### src/hw/rtl/biquad_pkg.sv
package biquad_pkg;

    localparam int COEF_W    = 18;
    localparam int ADDR_W    = 5;
    localparam int DATA_W    = 32;
    localparam int IDX_W     = 3;

    typedef logic signed [COEF_W-1:0] t_coef;

    // 1.0 in Q3.14
    localparam t_coef B0_RESET = 18'sd16384;

    typedef enum logic [IDX_W-1:0] {
        REG_B0 = 3'd0,
        REG_B1 = 3'd1,
        REG_B2 = 3'd2,
        REG_A1 = 3'd3,
        REG_A2 = 3'd4
    } t_reg_idx;

    typedef struct packed {
        t_coef b0;
        t_coef b1;
        t_coef b2;
        t_coef a1;
        t_coef a2;
    } t_coefs;

endpackage

### src/hw/rtl/biquad_regs.sv
module biquad_regs
    import biquad_pkg::*;
(
    input  logic              i_clk,
    input  logic              i_rst_n,
    input  logic              psel,
    input  logic              penable,
    input  logic              pwrite,
    input  logic [ADDR_W-1:0] paddr,
    input  logic [DATA_W-1:0] pwdata,
    output logic [DATA_W-1:0] prdata,
    output logic              pready,
    output t_coefs            o_coefs
);

    t_coefs             r_coefs;
    t_coefs             n_coefs;
    logic               wr_en;
    logic [IDX_W-1:0]   idx;
    t_coef              wr_val;
    t_coef              rd_val;

    assign pready = 1'b1;
    assign wr_en  = psel && penable && pwrite;
    assign idx    = paddr[ADDR_W-1:2];
    assign wr_val = pwdata[COEF_W-1:0];

    always_comb begin
        n_coefs = r_coefs;
        if (wr_en) begin
            case (idx)
                REG_B0:  n_coefs.b0 = wr_val;
                REG_B1:  n_coefs.b1 = wr_val;
                REG_B2:  n_coefs.b2 = wr_val;
                REG_A1:  n_coefs.a1 = wr_val;
                REG_A2:  n_coefs.a2 = wr_val;
                default: n_coefs = r_coefs;    // drop writes past the last register
            endcase
        end
    end

    always_ff @(posedge i_clk) begin
        if (!i_rst_n) begin
            r_coefs.b0 <= B0_RESET;
            r_coefs.b1 <= '0;
            r_coefs.b2 <= '0;
            r_coefs.a1 <= '0;
            r_coefs.a2 <= '0;
        end else begin
            r_coefs <= n_coefs;
        end
    end

    always_comb begin
        case (idx)
            REG_B0:  rd_val = r_coefs.b0;
            REG_B1:  rd_val = r_coefs.b1;
            REG_B2:  rd_val = r_coefs.b2;
            REG_A1:  rd_val = r_coefs.a1;
            REG_A2:  rd_val = r_coefs.a2;
            default: rd_val = '0;
        endcase
    end

    assign prdata  = {{(DATA_W-COEF_W){1'b0}}, rd_val};
    assign o_coefs = r_coefs;

endmodule

### config.mk
export PLATFORM = sky130hd
export DESIGN_NAME = biquad_regs
export DESIGN_NICKNAME = d
export VERILOG_FILES = /design/src/hw/rtl/biquad_pkg.sv /design/src/hw/rtl/biquad_regs.sv
export SDC_FILE = /design/constraint.sdc
export NUM_CORES = 1
export LEC_CHECK = 0
export BUFFER_PORTS_ARGS = -buffer_cell sky130_fd_sc_hd__buf_2
export CORE_MARGIN = 10
export CORE_UTILIZATION = 40
export CTS_CLUSTER_DIAMETER = 60
export DETAILED_ROUTE_END_ITERATION = 8
export GPL_TIMING_DRIVEN = 0
export MAX_ROUTING_LAYER = met4
export PLACE_DENSITY = 0.69
export SETUP_SLACK_MARGIN = 0.02
export SYNTH_ARGS = -nofsm -noshare
export SYNTH_HDL_FRONTEND = slang
export SYNTH_SLANG_ARGS = --single-unit
### constraint.sdc
create_clock -name i_clk -period 1.3 [get_ports i_clk]
set_input_delay 0.065 -clock i_clk [delete_from_list [all_inputs] [get_ports i_clk]]
set_output_delay 0.065 -clock i_clk [all_outputs]
set_load 0.02 [all_outputs]
Word-level counts from Yosys, hierarchy flattened
Cells that the tools add are included.

Flip-flop bits (word level): 90. Word-level logic and storage cells: 18.

Equal/unequal tests: 4. Muxes and demuxes: 1. Reductions and logical operators: 8.

Operators by type and width (number): $pmux W18 S5 (1); $reduce_and A2 Y1 (5); $eq A3 B2 Y1 const B (2); $eq A3 B1 Y1 const B (1); $eq A3 B3 Y1 const B (1); $logic_not A3 Y1 (1); $logic_and A1 B1 Y1 (2).

Longest topological paths before layout
Depth after elaboration: 3. Mapped depth: 6.

Worst setup path after synthesis
Ideal clock, no wire load.

Kind: input port to flip-flop. Start: in paddr[2]. End: reg r_coefs, in the netlist o_coefs[11]. Setup time: 72 ps. Arrival: 1241 ps. Data required time: 1228 ps. Setup slack: -13 ps. Stages: 6. Cell sequence: buf_4 nor3b_4 and4_1 buf_6 buf_6 mux2i_1.

Longest elaborated chain between the ends: 2.

Ends and longest elaborated chain: start: declaration (line biquad_regs.sv:9) `input logic [ADDR_W-1:0] paddr,`; $eq A3 B3 Y1 (line biquad_regs.sv:31) `case (idx)`; $reduce_and A2 Y1 (no source line); end signal: assignment (line biquad_regs.sv:50) `r_coefs <= n_coefs;`; end: declaration (line biquad_regs.sv:16) `t_coefs r_coefs;`.

No other way between the ends. A chain may end at the register's enable or synchronous reset.

Worst setup path after layout
Start: reg r_coefs, in the netlist o_coefs[35]. End: out prdata[17].

Longest elaborated chain between the ends: 1.

Ends and longest elaborated chain: $pmux W18 S5 (line biquad_regs.sv:55) `case (idx)`; end: declaration (line biquad_regs.sv:11) `output logic [DATA_W-1:0] prdata,`.

No other way between the ends.

==> impl.org <==
** Power and ir drop
- Summing internal, switching and leakage power gives 5.68 mW.
- Leakage power of the design :: 2.66 nW
- Worst vdd rail ir drop :: 0.722 mV
- Power spread over the standard cell area amounts to 1000 mW/mm^2.

** Worst setup path
- Worst Path Required :: 1.24 ns
- Counting cells, the worst reg-to-reg path comes to 4.
- Slowest stage cell on the critical path :: sky130_fd_sc_hd__dfxtp_2
- On the worst path, the slowest cell contributes a delay of 0.33 ns.
- Largest delay contributor family on the critical path :: compound AO/OA/AOI/OAI gates
- The worst setup path is captured at an output pin.
- The critical path is of the reg2out type.
- Arrival time reported for the critical path endpoint :: 1.36 ns
- In this run the worst path has a maximum fanout of 2.
- Total number of cells along the worst setup path :: 4
- Startpoint types :: register
- Together, buffers and inverters on the worst path number 1.
- Traced cell by cell, the critical path runs through mux2i_1, o2bb2ai_1, a221o_1, buf_6.

** Logic synthesis
- Distinct cell type count after synthesis :: 25
- Top cell type by total area after synthesis :: sky130_fd_sc_hd__dfxtp_1
- Synthesized area per cell :: 10.0 sq um
- FF+latch count, synth :: 90
- Number of warnings reported in the yosys synthesis log :: 0
- In the synthesized netlist the dominant register cell turns out to be sky130_fd_sc_hd__dfxtp_1.
- Most frequent cell after synthesis :: sky130_fd_sc_hd__nand2_1
- Share of synthesized area occupied by flip-flops and latches :: 44.4%
- By count the netlist is led by 109 x sky130_fd_sc_hd__nand2_1, 108 x sky130_fd_sc_hd__mux2i_1, 90 x sky130_fd_sc_hd__dfxtp_1.
- The mapped netlist covers 0.00406 sq mm.
- In the synthesized netlist, the number of instances is 406.
- For this run, asynchronously set or reset flops after synthesis account for 0%.
- Count of flip-flops with a built-in enable after synthesis :: 0
- Proportion of netlist area held by the largest area contributor :: 44.4%
- Synth top area cells :: sky130_fd_sc_hd__dfxtp_1 44%, sky130_fd_sc_hd__mux2i_1 27%, sky130_fd_sc_hd__nand2_1 10%, sky130_fd_sc_hd__a221o_1 4.2%, sky130_fd_sc_hd__buf_4 3.7%

** GRT
- Vias in the first global route :: 3976
- Number of antenna violations at the first check in global routing :: 0
- Aggregate global routing overflow :: 0
- The first global-routing pass estimated 22100 um of wire.
- Maximum number of pins on one net before global-route repair :: 17
- Overall track demand over capacity in global routing :: 19.9%

** Hold path
- The worst hold path belongs to the class in2reg.
- Hold Path Depth :: 3

** Run status
- The final reports fail on negative setup slack.
- Result of the run :: finished, violations left

** Placed design
- The wire-length estimate of the detail-placed layout is 10100 um.
- The congestion estimate from routability-driven global placement came to 0.788.
- Number of buffer cells added on primary ports :: 129
- Worst-case setup slack after placement :: -0.518 ns
- Once placement finished, the instance area stood at 0.00494 sq mm.

** Routing
- After detailed routing, the number of remaining DRC violations is 0.
- After detailed routing, the average wire length per cell comes to 19.9 um.
- The first detailed-routing pass ran for 5 iterations.
- For this block, the routed nets add up to 14600 um of wire.
- Starting DRT DRC Count :: 227
- After detailed routing, the number of vias per cell comes to 5.12.
- Routed Antenna Nets :: 0
- The routed layout has 3766 vias.

** Final layout
- Final core utilization :: 57.8%
- Number of nets in the layout :: 640
- The number of antenna diodes in the final layout is 0.
- Cell area after layout :: 0.00568 sq mm
- From synthesis to final layout, the design area changed by 39.8%.
- The register with the most flip-flops in the layout has 90 of them.
- In the final layout, the share of cells above drive strength 1 is 43.1%.

** Floorplan
- Once the floorplan was initialized, standard cells occupied 41.3% of the core.
- Height of the die :: 121 um
- The floorplan step set the die width to 121 um.
- Total Die Area :: 0.0146 sq mm
- Row generation in the floorplan step produced 36 rows.
- Area of the core :: 0.00982 sq mm
- For this design the top-level I/O count stands at 165.

** Timing
- Total negative slack :: -1.48 ns
- Counting I/O delays and the setup requirement, the final critical path takes 1.43 ns.
- Of the available clock period, the critical path in the final layout requires 110%.
- Worst-case headroom to the max-slew limit :: 50.2%
- Clock skew on the completed layout was measured at 0 ns.
- For the pin with the worst max-slew slack, the measured transition is 0.746 ns.
- Setup repair after global routing missed its margin :: yes
- Setup violations remaining at the end of the flow were counted as 18.
- Derived from the worst setup path, the maximum achievable clock frequency is 702 MHz.
- Worst setup slack after layout :: -0.125 ns
- Final Max Slew Viols :: 0
- The total count of hold-check failures in the final report is 0.

** Clock tree
- The tree built by TritonCTS fans out to 90 sinks.
- In this run the number of H-tree levels came out at 3.
- For the worst-skew pair, the clock arrives at the later sink with an insertion delay of 0.36 ns.
- Counting along the longest clock path gives a buffer depth of 2.
- The number of clock buffers added by TritonCTS is 9.
- Buffer type at the clock tree root :: sky130_fd_sc_hd__clkbuf_8
- Clk slew on worst S/H paths :: 0.09 ns
- CTS tree :: yes

** Flow run
- The tool flagged a number of max-cap violations equal to 0.
==> stage by stage <==
stage / std cells / hold slack (ns)
2_1_floorplan: 419 / 0.234
3_3_place_gp: 681 / 0.372
3_5_place_dp: 681 / 0.367
4_1_cts: 731 / 0.0284
5_1_grt: 736 / 0.0593
6_report: 736 / 0.0453
==> path summary, 6_finish.rpt <==
check                                 from                       end  slack, ns
setup / recovery  o_coefs[35]$_SDFFE_PN0P_                prdata[17]      -0.13
hold / removal                    paddr[2]  o_coefs[86]$_SDFFE_PN1P_       0.05
hold reg to reg   o_coefs[87]$_SDFFE_PN0P_  o_coefs[87]$_SDFFE_PN0P_       0.48
setup reg to reg  o_coefs[69]$_SDFFE_PN0P_  o_coefs[69]$_SDFFE_PN0P_       0.47
==> cell usage in the layout, fill, tap and decap left out, types with 4 or more instances in the layout <==
master and instances:
sky130_fd_sc_hd__o2bb2ai_1 17, sky130_fd_sc_hd__nand2_1 109, sky130_fd_sc_hd__buf_4 57, sky130_fd_sc_hd__a221o_1 17
sky130_fd_sc_hd__buf_6 25, sky130_fd_sc_hd__clkbuf_8 10, sky130_fd_sc_hd__mux2i_1 108, sky130_fd_sc_hd__buf_2 113
sky130_fd_sc_hd__dfxtp_2 36, sky130_fd_sc_hd__clkbuf_1 10, sky130_fd_sc_hd__dfxtp_1 54, sky130_fd_sc_hd__clkbuf_2 4
sky130_fd_sc_hd__conb_1 15
==> repair_timing <==
item / in CTS / in global routing
hold endpoints to repair: 1 / 0
hold buffers: 1 / 0
gates resized for setup: 78 / 8
buffers inserted: 33 / 5
setup endpoints to repair: 28 / 38
pin swaps: 2 / 2
==> per-layer routing <==
metal / up-vias / GRT usage, % / part of all wire, %
met4: 0 / 4.90 / 1.1
met2: 160 / 32.4 / 48
met3: 15 / 5.40 / 7.7
met5: - / - / 0
met1: 1824 / 23.9 / 43
li1: 1767 / - / -
==> cell type report <==
class | instances | area, sq um
sequential | 90 | 1850
inverter | 1 | 3.75
clock inverter | 7 | 126
tap | 133 | 166
clock buffer | 9 | 124
multi-input combinational | 283 | 2030
fill | 906 | 4140
timing repair buffer | 168 | 1060
buffer | 45 | 322
==> report_power, final <==
| part | switching, mW | internal [mW] |
|---|---|---|
| combinational | 0.344 | 0.183 |
| sequential | 0.0153 | 2.78 |
| clock | 1.06 | 1.30 |
==> cells by family (layout without fill, tap and decap cells) <==
family / after synthesis / count (layout) / share of synthesized area [%]
simple gates: 122 / 122 / 13.1
mux: 108 / 108 / 26.6
flops: 90 / 90 / 44.4
buf+inv: 46 / 230 / 7.18
compound gates: 38 / 38 / 8.57
other cells: 2 / 15 / 0.185
==> worst min-delay path, stage by stage <==
cell and delay [ns]:
sky130_fd_sc_hd__buf_6 0.13, sky130_fd_sc_hd__o31ai_1 0.09, sky130_fd_sc_hd__o211ai_1 0.08
(Power assumes the default switching activity.)
